### src/rtl/core/tkhe_pkg.sv
`timescale 1ns / 1ps
`default_nettype none

package tkhe_pkg;

   localparam int CHANNELS    = 3;
   localparam int READING_W   = 16;
   localparam int TIME_W      = 32;
   localparam int CSR_INDEX_W = 2;
   localparam int CSR_DATA_W  = 16;

   localparam logic [READING_W-1:0] PRESS_RESET   = 16'd150;
   localparam logic [READING_W-1:0] RELEASE_RESET = 16'd50;
   localparam logic [READING_W-1:0] MOVE_RESET    = 16'd100;

   localparam logic [CSR_INDEX_W-1:0] REG_PRESS   = 2'd0;
   localparam logic [CSR_INDEX_W-1:0] REG_RELEASE = 2'd1;
   localparam logic [CSR_INDEX_W-1:0] REG_MOVE    = 2'd2;

   typedef enum logic [1:0] {
      EV_NONE = 2'd0,
      EV_DOWN = 2'd1,
      EV_UP   = 2'd2,
      EV_MOVE = 2'd3
   } event_type;

   typedef struct packed {
      logic [READING_W-1:0] reading_a;
      logic [READING_W-1:0] reading_b;
      logic [READING_W-1:0] reading_c;
      logic [TIME_W-1:0]    now_ms;
   } req_type;

   typedef struct packed {
      logic [1:0]          event_a;
      logic [1:0]          event_b;
      logic [1:0]          event_c;
      logic [CHANNELS-1:0] touched_mask;
   } rsp_type;

   typedef struct packed {
      logic [READING_W-1:0] press_threshold;
      logic [READING_W-1:0] release_threshold;
      logic [READING_W-1:0] move_interval_ms;
   } cfg_type;

endpackage

`default_nettype wire

### src/rtl/core/touch_key_hysteresis_events.sv
// Channel | Direction | Handshake          | Payload
// req     | in        | req_valid/req_stall | req_type: three readings, now_ms
// rsp     | out       | rsp_valid/rsp_stall | rsp_type: three events, touched_mask
// csr     | in        | csr_valid/csr_ready | csr_index, csr_wdata (low 16 bits)
//
// One request per cycle while req_stall is low; a taken request passes the request register
// and then the response register. The throughput is set by the single compare/subtract pass
// per channel between the request register and the response register.
// Reset is synchronous: flags, move times and threshold registers return to their defaults.
// A stalled response holds; a second request waits in the request register.
`timescale 1ns / 1ps
`default_nettype none

module touch_key_hysteresis_events
   import tkhe_pkg::*;
(
   input  wire logic                   clock,
   input  wire logic                   reset,
   input  wire logic                   req_valid,
   output logic                        req_stall,
   input  wire req_type                req_payload,
   output logic                        rsp_valid,
   input  wire logic                   rsp_stall,
   output rsp_type                     rsp_payload,
   input  wire logic                   csr_valid,
   output logic                        csr_ready,
   input  wire logic [CSR_INDEX_W-1:0] csr_index,
   input  wire logic [CSR_DATA_W-1:0]  csr_wdata
);

   logic    s1_valid_ff;
   logic    s1_valid_in;
   req_type s1_data_ff;
   logic    rsp_valid_ff;
   logic    rsp_valid_in;
   rsp_type rsp_data_ff;
   rsp_type rsp_data_in;
   logic    out_free;
   logic    advance;
   logic    req_take;
   cfg_type cfg;

   logic [READING_W-1:0] reading [CHANNELS];
   event_type            chan_event [CHANNELS];
   logic [CHANNELS-1:0]  touched_next;

   assign csr_ready = 1'b1;

   tkhe_regs u_regs (
      .clock     (clock),
      .reset     (reset),
      .csr_valid (csr_valid),
      .csr_index (csr_index),
      .csr_wdata (csr_wdata),
      .cfg       (cfg)
   );

   assign out_free  = !rsp_valid_ff || !rsp_stall;
   assign advance   = s1_valid_ff && out_free;
   assign req_stall = s1_valid_ff && !out_free;
   assign req_take  = req_valid && !req_stall;

   assign s1_valid_in  = req_take || (s1_valid_ff && !advance);
   assign rsp_valid_in = advance || (rsp_valid_ff && rsp_stall);

   assign reading[0] = s1_data_ff.reading_a;
   assign reading[1] = s1_data_ff.reading_b;
   assign reading[2] = s1_data_ff.reading_c;

   for (genvar i = 0; i < CHANNELS; i++) begin : g_chan
      tkhe_chan u_chan (
         .clock        (clock),
         .reset        (reset),
         .advance      (advance),
         .reading      (reading[i]),
         .now_ms       (s1_data_ff.now_ms),
         .cfg          (cfg),
         .chan_event   (chan_event[i]),
         .touched_next (touched_next[i])
      );
   end

   always_comb begin
      rsp_data_in.event_a      = chan_event[0];
      rsp_data_in.event_b      = chan_event[1];
      rsp_data_in.event_c      = chan_event[2];
      rsp_data_in.touched_mask = touched_next;
   end

   always_ff @(posedge clock) begin
      if (reset) begin
         s1_valid_ff  <= 1'b0;
         rsp_valid_ff <= 1'b0;
      end else begin
         s1_valid_ff  <= s1_valid_in;
         rsp_valid_ff <= rsp_valid_in;
      end
   end

   always_ff @(posedge clock) begin
      if (req_take) begin
         s1_data_ff <= req_payload;
      end
      if (advance) begin
         rsp_data_ff <= rsp_data_in;
      end
   end

   assign rsp_valid   = rsp_valid_ff;
   assign rsp_payload = rsp_data_ff;

endmodule

`default_nettype wire

### src/rtl/core/tkhe_regs.sv
`timescale 1ns / 1ps
`default_nettype none

module tkhe_regs
   import tkhe_pkg::*;
(
   input  wire logic                   clock,
   input  wire logic                   reset,
   input  wire logic                   csr_valid,
   input  wire logic [CSR_INDEX_W-1:0] csr_index,
   input  wire logic [CSR_DATA_W-1:0]  csr_wdata,
   output cfg_type                     cfg
);

   cfg_type cfg_ff;
   cfg_type cfg_in;

   always_comb begin
      cfg_in = cfg_ff;
      if (csr_valid) begin
         case (csr_index)
            REG_PRESS:   cfg_in.press_threshold   = csr_wdata;
            REG_RELEASE: cfg_in.release_threshold = csr_wdata;
            REG_MOVE:    cfg_in.move_interval_ms  = csr_wdata;
            default:     cfg_in = cfg_ff;   // drop writes to unused indexes
         endcase
      end
   end

   always_ff @(posedge clock) begin
      if (reset) begin
         cfg_ff.press_threshold   <= PRESS_RESET;
         cfg_ff.release_threshold <= RELEASE_RESET;
         cfg_ff.move_interval_ms  <= MOVE_RESET;
      end else begin
         cfg_ff <= cfg_in;
      end
   end

   assign cfg = cfg_ff;

endmodule

`default_nettype wire

### src/rtl/core/tkhe_chan.sv
`timescale 1ns / 1ps
`default_nettype none

module tkhe_chan
   import tkhe_pkg::*;
(
   input  wire logic                 clock,
   input  wire logic                 reset,
   input  wire logic                 advance,
   input  wire logic [READING_W-1:0] reading,
   input  wire logic [TIME_W-1:0]    now_ms,
   input  wire cfg_type              cfg,
   output event_type                 chan_event,
   output logic                      touched_next
);

   logic              touched_ff;
   logic              touched_in;
   logic [TIME_W-1:0] last_move_ff;
   logic [TIME_W-1:0] last_move_in;
   logic [TIME_W-1:0] elapsed;
   logic              move_due;

   always_comb begin
      touched_in = (reading > cfg.press_threshold) ||
                   (touched_ff && (reading > cfg.release_threshold));
      elapsed    = now_ms - last_move_ff;   // wraps modulo 2^32
      move_due   = touched_ff && touched_in &&
                   (elapsed > {{(TIME_W-READING_W){1'b0}}, cfg.move_interval_ms});

      last_move_in = last_move_ff;
      if (touched_in != touched_ff) begin
         chan_event = touched_in ? EV_DOWN : EV_UP;
      end else if (move_due) begin
         chan_event   = EV_MOVE;
         last_move_in = now_ms;
      end else begin
         chan_event = EV_NONE;
      end
   end

   always_ff @(posedge clock) begin
      if (reset) begin
         touched_ff   <= 1'b0;
         last_move_ff <= '0;
      end else if (advance) begin
         touched_ff   <= touched_in;
         last_move_ff <= last_move_in;
      end
   end

   assign touched_next = touched_in;

endmodule

`default_nettype wire

### config.mk
export PLATFORM = sky130hd
export DESIGN_NAME = touch_key_hysteresis_events
export DESIGN_NICKNAME = d
export VERILOG_FILES = /design/src/rtl/core/tkhe_pkg.sv /design/src/rtl/core/touch_key_hysteresis_events.sv /design/src/rtl/core/tkhe_regs.sv /design/src/rtl/core/tkhe_chan.sv
export SDC_FILE = /design/constraint.sdc
export NUM_CORES = 1
export LEC_CHECK = 0
export BUFFER_PORTS_ARGS = -buffer_cell sky130_fd_sc_hd__buf_2
export CORE_UTILIZATION = 38
export DETAILED_ROUTE_END_ITERATION = 6
export HOLD_SLACK_MARGIN = 0.12
export MAX_ROUTING_LAYER = met4
export PLACE_DENSITY_LB_ADDON = 0.05
export SLEW_MARGIN = 20
export SYNTH_ARGS = -nofsm -noshare
export SYNTH_HDL_FRONTEND = slang
export SYNTH_SLANG_ARGS = --single-unit
### constraint.sdc
create_clock -name clock -period 7.7 [get_ports clock]
set_input_delay 2.31 -clock clock [delete_from_list [all_inputs] [get_ports clock]]
set_output_delay 2.31 -clock clock [all_outputs]
set_load 0.05 [all_outputs]
Yosys cells after proc, flatten, opt, wreduce, memory -nomap -nowiden
Cells that the tools add are included.
{ "classes": {"reduce_logical": 32, "n_lt_le_gt_ge": 9, "n_eq_ne": 5, "addsub": 3, "bitwise": 3, "n_mux": 9} }
{ "op_table": {"columns": ["op", "n"], "rows": [
  ["16-bit greater-than comparator", 6],
  ["32-bit by 16-bit greater-than comparator with 1-bit output", 3],
  ["32-bit subtractor", 3],
  ["2-bit two-way mux", 9],
  ["1-bit logical AND", 14],
  ["3-bit AND reduction", 3],
  ["1-bit logical OR", 6],
  ["2-bit AND reduction", 3],
  ["1-bit logical NOT", 5],
  ["1-bit inequality test", 3],
  ["1-bit NOT", 3],
  ["2-bit by 1-bit == test with 1-bit output (second input constant)", 1],
  ["2-bit == test (second input constant)", 1],
  ["2-bit logical NOT", 1]
]} }
{ "totals": {"regBits": 238, "out_inout_bits": 12} }

Depth between registers and ports, before layout
Gate-level depths: netlist of the first run.
{ "logic_depth": {"word_depth": 7, "ltp_mapped": 23, "mapped_depth_nobuf": 21} }

By module
A second synthesis of the first run with hierarchy kept.
{ "unflattened": {"cells_unflattened": 2212, "hier_area_um2": 19204.7} }
{ "modules_own_cells": {"columns": ["module", "seq_area_each_um2", "n_inst", "cells_each", "area_each_um2"], "rows": [
  ["tkhe_chan at g_chan[1].u_chan ...", 660.6, 2, 634, 4732.0],
  ["tkhe_chan at g_chan[0].u_chan", 660.6, 1, 658, 5019.8],
  ["touch_key_hysteresis_events", 2712.6, 1, 101, 2770.2],
  ["tkhe_regs", 960.9, 1, 185, 1950.6]
]} }

Least setup slack after synthesis of the first run
No wires, ideal clock.
{ "synth_timing": {"path_kind": "input -> register", "from": "in rsp_stall", "to": "reg s1_data_ff, in the netlist reading[0] (enable)", "arrival_ns": 6.236, "path_buffers": 0, "slack_ns": 0.938, "cell_stages": 2, "required_ns": 7.173, "cell_sequence": "and3_1 nor2b_1"} }
{ "synth_via": {"elab_chain_len": 6} }
{ "synth_lines": {"columns": ["item", "line_no", "rtl"], "rows": [
  ["start, declared", "touch_key_hysteresis_events.sv:23", "input wire logic rsp_stall,"],
  ["1-bit logical NOT", "touch_key_hysteresis_events.sv:58", "assign out_free = !rsp_valid_ff || !rsp_stall;"],
  ["1-bit logical OR", "touch_key_hysteresis_events.sv:58", null],
  ["1-bit logical NOT", "touch_key_hysteresis_events.sv:60", "assign req_stall = s1_valid_ff && !out_free;"],
  ["1-bit logical AND", "touch_key_hysteresis_events.sv:60", null],
  ["1-bit logical NOT", "touch_key_hysteresis_events.sv:61", "assign req_take = req_valid && !req_stall;"],
  ["1-bit logical AND", "touch_key_hysteresis_events.sv:61", null],
  ["named net req_take", "touch_key_hysteresis_events.sv:40", "logic req_take;"],
  ["end signal, assigned", "touch_key_hysteresis_events.sv:102", "s1_data_ff <= req_payload;"],
  ["end, declared", "touch_key_hysteresis_events.sv:33", "req_type s1_data_ff;"]
]} }
The timed path passes the listed nets, and every way through them passes these cells.
A chain may end at the register's enable or synchronous reset.

Worst setup path in the final report of the first run
{ "layout_timing": {"from": "reg s1_data_ff[4] (netlist bit)", "to": "reg g_chan[1].u_chan.last_move_ff[10]"} }
{ "layout_via": {"elab_chain_len": 4} }
{ "layout_lines": {"columns": ["item", "line_no", "rtl"], "rows": [
  ["32-bit subtractor", "tkhe_chan.sv:27", "elapsed = now_ms - last_move_ff;"],
  ["32-bit by 16-bit greater-than comparator with 1-bit output", "tkhe_chan.sv:29", "(elapsed > {{(TIME_W-READING_W){1'b0}}, cfg.move_interval_ms});"],
  ["1-bit logical AND", "tkhe_chan.sv:28", "move_due = touched_ff && touched_in &&"],
  ["3-bit AND reduction (no source line)", null, null],
  ["end signal, assigned", "tkhe_chan.sv:48", "last_move_ff <= last_move_in;"],
  ["end, declared", "tkhe_chan.sv:19", "logic [TIME_W-1:0] last_move_ff;"]
]} }
Every way passes these cells.

==> out/results.tsv, run 1 <==
metric	value	unit
count of state elements after synthesis	238	
post-route ant nets	0	
crit path time final	5.93	ns
initial antenna violation count	2	
gr usage total	23.6	%
TNS Setup	0	ns
design area	0.0197	mm2
Pleak	0.00779	uW
Max Clk Rate	168	MHz
Synth area leader	ha_1	
Synth Flop Type	dfxtp_1	
placed cell area	0.0186	mm2
final WL	53400	um
hpwl dp	42500	um
vias per cell	5.38	
core area	0.0455	mm2
Critical Path End Type	flip-flop	
DIE AREA	0.0471	mm2
hold crit path type	flip-flop to flip-flop	
share of cells above drive strength 1	9.64	%
Post-synth EDFFs	89	
# IOs	115	
worst setup margin	1.77	ns
Synth Cell Area	0.0176	mm2
CTS Hold Bufs	0	
mean cell area of the mapped netlist	8.85	um2
count leader, synth	ha_1	
Area contributors post-synth	ha_1 17%, dfxtp_1 17%, edfxtp_1 15%	
CTS tree	yes	
Final Hold Viols	0	
setup violators final	0	
dpl ws	1.70	ns
initial core utilization	38.6	%
GR Overflow Total	0	
Ys Warns	0	
clk sink count	238	
multiplexer area fraction after synthesis	6.14	%
startpoint types	flip-flop	
post-synthesis sequential area ratio	32.2	%
Die Y	217	um
XOR/XNOR Fraction of Synth Area	3.39	%
CTS root buf	clkbuf_16	
Crit Path Class	flip-flop to flip-flop	
Max Root-Sink Buffers	3	
CTS buffer count	30	
largest family of logic cells by synthesized area	compound AO/OA/AOI/OAI gates	
post-synth cell types	78	
asr flop ratio synth	0	%
utilization after layout	43.3	%
number of port buffers	113	
largest fanout on the critical path	19	
Max Slew Vio Count	0	
CTS H-tree depth	1	
vias in the first global route	14600	
Synth Area in Adders	17.4	%
Max Cap Viol	0	
Layout Nets	2418	
Crit path required time	8.19	ns
simple-gate share of the synthesized area	16.7	%
num rows	78	
first-pass GRT wire length	83800	um
status	completed	
share of the synthesized area in the top cell type	17.1	%
RSZ-0062 raised after global routing	no	
Compound-Gate Fraction of Synth Area	18.6	%
Synthesized Nets	2329	
CP arrival	6.43	ns
synth cell count leaders	240 x ha_1, 182 x a21oi_1, 179 x nand2_1	
worst-skew pair later-pin latency	0.61	ns
post_cts resized	0	
Clock Skew	0.0487	ns
slew margin rel.	41.5	%
Final Power	3550	uW
Initial DRT Pass Iterations	5	
Residual DRC	0	
synthesized instance count	1983	
IR Drop Worst-Case VDD	0.158	mV
drt first-iter violations	780	
P per Cell Area	180	mW/mm2
GP Congestion	0.954	
die width	217	um
vias	14500	
worst-margin pin slew	0.872	ns
largest net degree at the start of global routing	72	
number of post-CTS setup repair buffers	0	
wire length per cell	19.8	um
CTS clk-pin slew, worst paths	0.06	ns
final worst-path cycle share	77.1	%
Area growth, synth to finish	12.1	%
-- path summary, 6_finish.rpt --
check	start	endpoint	slack [ns]	cells past startpoint
max	s1_data_ff[4]$_DFFE_PP_	g_chan[1].u_chan.last_move_ff[10]$_SDFFE_PP0P_	1.77	19
min	u_regs.cfg[13]$_SDFFE_PP0P_	u_regs.cfg[13]$_SDFFE_PP0P_	0.46	2
max reg2reg	s1_data_ff[4]$_DFFE_PP_	g_chan[1].u_chan.last_move_ff[10]$_SDFFE_PP0P_	1.77	19
min reg2reg	u_regs.cfg[13]$_SDFFE_PP0P_	u_regs.cfg[13]$_SDFFE_PP0P_	0.46	2
-- area by class of cell --
| cell class | count | area (um2) |
|---|---|---|
| antenna | 2 | 5.00 |
| clock buffer | 46 | 882 |
| clock inverter | 9 | 133 |
| fill | 4604 | 25800 |
| inverter | 169 | 634 |
| multi-input combinational | 1509 | 11000 |
| sequential | 238 | 5660 |
| tap | 600 | 751 |
| timing repair buffer | 124 | 663 |
-- state kept, by name (all words and copies together) (netlist names) --
| name | cells |
|---|---|
| rsp_valid | 1 |
| s1_data_ff | 32 |
| s1_valid_ff | 1 |
| reading | 48 |
| u_regs.cfg | 48 |
| g_chan.u_chan.last_move_ff | 96 |
| g_chan.u_chan.touched_ff | 3 |
| rsp_payload | 9 |
-- cells by family after synthesis --
group	Yosys count
muxes	107
other	1
adders and majority gates	243
and+or+nand+nor	585
buffers and inverters	236
xor gates and xnor gates	68
AOI/OAI and AO/OA	505
DFF	238
-- placed cells by master, fill, tap and decap left out, types with 8 or more instances in the layout --
cell type / n
mux2i_1: 102
nand4_1: 49
o21bai_1: 8
xor2_1: 22
xnor2_1: 46
nor2b_1: 21
nand2_1: 179
buf_4: 11
clkbuf_16: 31
buf_2: 112
edfxtp_1: 89
dfxtp_1: 149
a31oi_1: 12
nand3_1: 23
a21o_1: 56
o21a_1: 29
o21ai_0: 71
a21oi_1: 182
nand2b_1: 119
nor2_1: 118
clkbuf_1: 10
a211oi_1: 19
ha_1: 240
inv_1: 169
nor3_1: 21
o211ai_1: 21
a2111oi_0: 8
o21ai_1: 15
and3_1: 11
a211o_1: 18
-- power breakdown --
part           switching [uW]  leakage [uW]  internal, uW
clock                     593      0.000486           858
sequential               41.6       0.00207          1360
combinational             422       0.00523           278
total                    1060       0.00779          2490
-- per-stage QoR --
step	hold WS, ns	std cells
final	0.455	2697
after global routing	0.473	2697
after CTS	0.459	2694
after detailed placement	0.448	2639
after global placement	0.444	2639
after floorplan	0.436	1983
-- worst max-delay path: stages, from the launching register on --
cell and delay (ns):
edfxtp_1 0.48, ha_1 0.42, a21o_1 0.26, nand2b_1 0.16, o21ai_0 0.39, nand3_1 0.24, a31oi_1 0.27, xnor2_1 0.13
ha_1 0.31, nand4_1 0.14, or4_1 0.58, o31ai_1 0.11, nand4b_1 0.17, a211oi_1 0.26, and4_1 0.24, nand4_1 0.14
and3b_1 0.24, nand2_2 0.63, buf_4 0.42, mux2i_1 0.24
-- per-layer routing --
metal  GRT usage [%]  vias to the layer above  share of wire, %
met5               -                        -                 0
met4            5.77                        0               2.5
met3            2.66                       65               3.2
met2            38.9                      262                47
met1            30.8                     6890                48
li1                -                     7303                 -
Power figures use the tool's default switching activity.
==> inputs of run 2 (changes only) <==
--- a/config.mk
+++ b/config.mk
@@ -5,6 +5,7 @@
 export SDC_FILE = /design/constraint.sdc
 export NUM_CORES = 1
 export LEC_CHECK = 0
+export ABC_AREA = 1
 export BUFFER_PORTS_ARGS = -buffer_cell sky130_fd_sc_hd__buf_2
 export CORE_UTILIZATION = 38
 export DETAILED_ROUTE_END_ITERATION = 6
==> constraint.sdc (replaced) <==
create_clock -name clock -period 5.1 [get_ports clock]
set_input_delay 1.53 -clock clock [delete_from_list [all_inputs] [get_ports clock]]
set_output_delay 1.53 -clock clock [all_outputs]
set_load 0.05 [all_outputs]
==> run 2 against run 1 <==
- largest power group is now registers
- synthesized cell count is 57% higher
- count of clock-buffer cells in the layout fell by 12
- sequential power up 52%
- critical path depth is 5 higher
- clock skew fell by 0.027 ns
- power is 60% higher
- wire length up 37%
==> out/results.tsv, run 2 <==
metric	value	unit
startpoint types	flip-flop	
final worst-path cycle share	89.1	%
CTS buffer count	27	
largest net degree at the start of global routing	118	
die width	232	um
area occupied by registers	0.00566	mm2
switching share of total power	34.0	%
area of the multi-input gates	0.0116	mm2
worst-skew pair later-pin latency	0.57	ns
share of cells above drive strength 1	6.51	%
Final Hold Viols	0	
Fill cells	5550	
Max Clk Rate	220	MHz
WP buf/inv	3	
simple-gate share of the synthesized area	33.4	%
Post-synth EDFFs	89	
asr flop ratio synth	0	%
slew margin rel.	38.9	%
IR Drop Worst-Case VDD	0.238	mV
CTS clk-pin slew, worst paths	0.06	ns
Synth Flop Type	dfxtp_1	
Clock Skew	0.0218	ns
num rows	83	
vias	19500	
initial antenna violation count	0	
Max Cap Viol	0	
commonest non-fill, non-tap cell in the layout	nand2_1	
Crit path max-delay family	simple AND/OR/NAND/NOR gates	
most frequent cells in the layout	1,029 x nand2_1, 643 x inv_1, 273 x nor2_1	
final WL	73300	um
hpwl dp	60100	um
clk sink count	238	
share of the synthesized area in the top cell type	19.3	%
combinational share of power	26.1	%
sequential share of power	37.6	%
post-route ant nets	0	
worst path cell trace	inv_1, fa_1, inv_1, nand2_1, nand2_1, nand3_1, nand2_1, nand2_1, nand2_1, xor2_1, ha_1, nand2_1, nor3_1, nand3_1, nand2_1, nand3_1, nor2_1, nand2_1, nor2_1, nand2_4, nand3_4, nand2_1, inv_1, nor2_1	
first-pass GRT wire length	110000	um
vias in the first global route	18600	
Synth Cell Area	0.0201	mm2
largest fanout on the critical path	34	
CTS root buf	clkbuf_16	
design area	0.0222	mm2
Pint	3740	uW
Crit path required time	5.57	ns
Worst path most repeated cell	nand2_1	
utilization after layout	42.9	%
max reg flops	96	
GR Overflow Total	0	
Critical Path End Type	flip-flop	
count of state elements after synthesis	238	
P per Cell Area	256	mW/mm2
largest family of logic cells by synthesized area	simple AND/OR/NAND/NOR gates	
number of post-CTS setup repair buffers	0	
CP arrival	5.01	ns
CTS Hold Bufs	0	
synth cell count leaders	1,029 x nand2_1, 645 x inv_1, 276 x nor2_1	
post_cts resized	0	
Crit Path Class	flip-flop to flip-flop	
XOR/XNOR Fraction of Synth Area	1.96	%
CTS H-tree depth	1	
TNS Setup	0	ns
crit path time final	4.54	ns
Area contributors post-synth	nand2_1 19%, ha_1 15%, dfxtp_1 15%	
Residual DRC	0	
Synth area leader	nand2_1	
Pleak	0.0119	uW
wire length per cell	18.7	um
hold crit path type	flip-flop to flip-flop	
drt first-iter violations	1481	
# IOs	115	
mean cell area of the mapped netlist	6.42	um2
CP peak stage delay	0.54	ns
number of port buffers	113	
initial core utilization	38.8	%
Synth Area in Adders	15.3	%
Synthesized Nets	3469	
GP Congestion	0.944	
Net Sw Power	1930	uW
Initial DRT Pass Iterations	5	
RSZ-0062 raised after global routing	no	
DIE AREA	0.0537	mm2
Area growth, synth to finish	10.5	%
Final Power	5680	uW
placed cell area	0.0212	mm2
post-synth cell types	45	
vias per cell	4.97	
antenna cells	0	
gr usage total	27.8	%
Clk network pwr share	36.3	%
count leader, synth	nand2_1	
Ys Warns	0	
Max Slew Vio Count	0	
Worst path slowest cell	fa_1	
Compound-Gate Fraction of Synth Area	7.05	%
CTS tree	yes	
multiplexer area fraction after synthesis	0	%
Die Y	232	um
Layout Nets	3565	
Largest Register	g_chan.u_chan.last_move_ff	
post-synthesis sequential area ratio	28.2	%
setup violators final	0	
status	completed	
synthesized instance count	3123	
core area	0.0517	mm2
Max Root-Sink Buffers	3	
worst-margin pin slew	0.909	ns
Hold WS	0.477	ns
[run 2: changes by cell type in the layout (fill, tap and decap cells not counted), sizes merged, moves of 94 or more]
cell | previous run | this run
inv | 169 | 665
nand2b | 119 | 0
mux2i | 102 | 0
nor2 | 118 | 283
nand2 | 180 | 1033
nand3 | 23 | 117
[run 2: cell type report]
type	count	area share (%)
clock buffer	34	3.36
clock inverter	16	0.773
inverter	663	11.3
multi-input combinational	2162	52.2
sequential	238	25.5
tap	680	3.84
timing repair buffer	127	3.03
[run 2: power by group through the flow]
stage          clock, uW  sequential (uW)  combinational (uW)
2_1_floorplan          0             2160                 989
3_3_place_gp           0             2180                1450
3_5_place_dp           0             2180                1470
4_1_cts             2090             2130                1480
5_1_grt             2160             2140                1680
6_report            2060             2130                1480
[run 2: worst register-to-register path, delay by kind of cell (launching register included)]
family | cells | cell delay, ns
flip-flops | 1 | 0.46
adder cells (fa/ha/maj) | 2 | 0.83
buffers and inverters | 3 | 0.47
AND/OR/NAND/NOR | 18 | 2.59
XOR/XNOR | 1 | 0.10
[run 2: cell families after synthesis]
logic type	after synthesis
and+or+nand+nor	1610
buffers and inverters	723
AOI/OAI and AO/OA	263
adders and majority gates	243
DFF	238
xor gates and xnor gates	45
other	1
[run 2: per-stage QoR]
step | cells | setup slack [ns]
after floorplan | 3123 | 1.09
after global placement | 3870 | 0.664
after detailed placement | 3870 | 0.639
after CTS | 3920 | 0.618
after global routing | 3920 | 0.212
final | 3920 | 0.557
[run 2: path summary, 6_finish.rpt]
path | startpoint | end | slack [ns] | cells after the start
worst max-delay path | s1_data_ff[1]$_DFFE_PP_ | g_chan[1].u_chan.last_move_ff[0]$_SDFFE_PP0P_ | 0.56 | 24
worst min-delay path | s1_valid_ff$_SDFF_PP0_ | rsp_valid$_SDFF_PP0_ | 0.48 | 2
worst max register to register | s1_data_ff[1]$_DFFE_PP_ | g_chan[1].u_chan.last_move_ff[0]$_SDFFE_PP0P_ | 0.56 | 24
worst min register to register | s1_valid_ff$_SDFF_PP0_ | rsp_valid$_SDFF_PP0_ | 0.48 | 2
[run 2: per-layer routing]
metal  vias to the layer above  share of wire (%)  global-route usage, %
met5                         -                  0                      -
met4                         0                3.2                   8.72
met3                       102                4.6                   2.57
met2                       503                 48                   47.1
met1                      8932                 45                   34.9
li1                       9959                  -                      -
==> inputs of run 3 (changes only) <==
--- a/config.mk
+++ b/config.mk
@@ -8,6 +8,7 @@
 export ABC_AREA = 1
 export BUFFER_PORTS_ARGS = -buffer_cell sky130_fd_sc_hd__buf_2
 export CORE_UTILIZATION = 38
+export CTS_BUF_LIST = sky130_fd_sc_hd__clkbuf_4
 export DETAILED_ROUTE_END_ITERATION = 6
 export HOLD_SLACK_MARGIN = 0.12
 export MAX_ROUTING_LAYER = met4
==> run 3 against run 2 <==
- worst hold slack better by 0.0094 ns
- largest cell class unchanged
- clock skew up 0.036 ns
- non-clock buffer count unchanged
- largest power group unchanged
- clock power down 11%
==> out/results.tsv, run 3 (same netlist as run 2, synthesis figures left out) <==
metric	value	unit
Die Y	232	um
Max Cap Viol	0	
gr usage total	28.2	%
post-route ant nets	0	
Hold WS	0.486	ns
most frequent cells in the layout	1,029 x nand2_1, 643 x inv_1, 273 x nor2_1	
slew margin rel.	36.1	%
number of post-CTS setup repair buffers	0	
sequential share of power	39.1	%
startpoint types	flip-flop	
num rows	83	
first-pass GRT wire length	111000	um
DIE AREA	0.0537	mm2
final worst-path cycle share	89.5	%
setup violators final	0	
RSZ-0062 raised after global routing	no	
Residual DRC	0	
largest net degree at the start of global routing	118	
max reg flops	96	
Initial DRT Pass Iterations	6	
combinational share of power	27.2	%
Crit Path Class	flip-flop to flip-flop	
GP Congestion	0.944	
initial core utilization	38.8	%
commonest non-fill, non-tap cell in the layout	nand2_1	
drt first-iter violations	1387	
Worst R2R Start	s1_data_ff[1]$_DFFE_PP_	
Critical Path End Type	flip-flop	
final WL	73600	um
Max Root-Sink Buffers	3	
share of cells above drive strength 1	8.37	%
CTS root buf	clkbuf_4	
Layout Nets	3605	
hold endpoint	rsp_valid$_SDFF_PP0_	
# IOs	115	
Worst path most repeated cell	nand2_1	
status	completed	
die width	232	um
IR Drop Worst-Case VDD	0.202	mV
largest fanout on the critical path	34	
crit path time final	4.57	ns
Pleak	0.0120	uW
vias	19800	
worst-margin pin slew	0.951	ns
Clock Skew	0.0581	ns
CP peak stage delay	0.54	ns
clk sink count	238	
hold crit path type	flip-flop to flip-flop	
Critical R2R Capture	g_chan[1].u_chan.last_move_ff[0]$_SDFFE_PP0P_	
flop-to-flop setup slack	0.53	ns
GR Overflow Total	0	
hpwl dp	60100	um
core area	0.0517	mm2
cell count of the worst reg-to-reg path	24	
Max Clk Rate	219	MHz
initial antenna violation count	2	
worst-skew pair later-pin latency	0.76	ns
CTS clk-pin slew, worst paths	0.07	ns
worst path cell trace	inv_1, fa_1, inv_1, nand2_1, nand2_1, nand3_1, nand2_1, nand2_1, nand2_1, xor2_1, ha_1, nand2_1, nor3_1, nand3_1, nand2_1, nand3_1, nor2_1, nand2_1, nor2_1, nand2_4, nand3_4, nand2_1, inv_1, nor2_1	
Max Slew Vio Count	0	
P per Cell Area	247	mW/mm2
switching share of total power	35.4	%
vias in the first global route	19000	
Pint	3530	uW
hold_sp	s1_valid_ff$_SDFF_PP0_	
CTS H-tree depth	3	
TNS Setup	0	ns
CTS Hold Bufs	0	
Area growth, synth to finish	10.3	%
Worst path slowest cell	fa_1	
Largest Register	g_chan.u_chan.last_move_ff	
CTS tree	yes	
Net Sw Power	1930	uW
Final Hold Viols	0	
vias per cell	4.96	
Clk network pwr share	33.7	%
CP arrival	5.18	ns
post_cts resized	0	
number of port buffers	113	
CTS buffer count	67	
wire length per cell	18.4	um
Worst Hold Depth	2	
Crit path required time	5.72	ns
run 3: worst max path at each step:
stage	from	to	slack (ns)	cells past startpoint
finish	s1_data_ff[1]$_DFFE_PP_	g_chan[1].u_chan.last_move_ff[0]$_SDFFE_PP0P_	0.53	24
global route	s1_data_ff[1]$_DFFE_PP_	g_chan[1].u_chan.last_move_ff[1]$_SDFFE_PP0P_	0.22	25
CTS	s1_data_ff[2]$_DFFE_PP_	g_chan[1].u_chan.last_move_ff[0]$_SDFFE_PP0P_	0.60	24
detailed placement	s1_data_ff[1]$_DFFE_PP_	g_chan[0].u_chan.last_move_ff[14]$_SDFFE_PP0P_	0.64	27
global placement	s1_data_ff[2]$_DFFE_PP_	g_chan[1].u_chan.last_move_ff[3]$_SDFFE_PP0P_	0.66	24
floorplan	rsp_stall	reading[0]$_DFFE_PP_	1.09	5
run 3: per-stage QoR:
| step | total power (uW) | instance area (um2) | utilization [%] | cells | setup slack (ns) |
|---|---|---|---|---|---|
| finish | 5460 | 22100 | 42.8 | 3992 | 0.535 |
| global route | 5810 | 22100 | 42.8 | 3992 | 0.225 |
| CTS | 5500 | 22100 | 42.8 | 3989 | 0.605 |
| detailed placement | 3650 | 21200 | 41.1 | 3870 | 0.639 |
| global placement | 3630 | 21200 | 41.1 | 3870 | 0.664 |
| floorplan | 3150 | 20100 | - | 3123 | 1.09 |
run 3: power groups by stage:
stage	clock network, uW	registers [uW]	logic (uW)
finish	1840	2130	1480
CTS	1890	2130	1480
global placement	0	2180	1450
detailed placement	0	2180	1470
floorplan	0	2160	989
global route	1990	2140	1680
run 3: layout make-up:
type | count | area, um2
Clock inverter | 15 | 86.3
Inverter | 663 | 2500
Clock buffer | 104 | 781
Tap cell | 680 | 851
Multi-Input combinational cell | 2162 | 11600
Antenna cell | 3 | 7.51
Timing Repair Buffer | 127 | 671
Fill cell | 5608 | 29600
Sequential cell | 238 | 5660
run 3: critical path: cells and delay by family (launching register included):
family,cells,cell delay [ns]
xor+xnor,1,0.10
fa+ha+maj,2,0.82
buf+inv,3,0.46
flops,1,0.46
simple gates,18,2.58
run 3: per-layer routing:
metal / GRT usage (%) / vias to the layer above / share of wire [%]
met5: - / - / 0
met4: 10.6 / 0 / 3.5
met3: 3.19 / 118 / 4.7
met2: 47.0 / 560 / 47
met1: 34.8 / 9010 / 44
li1: - / 10100 / -
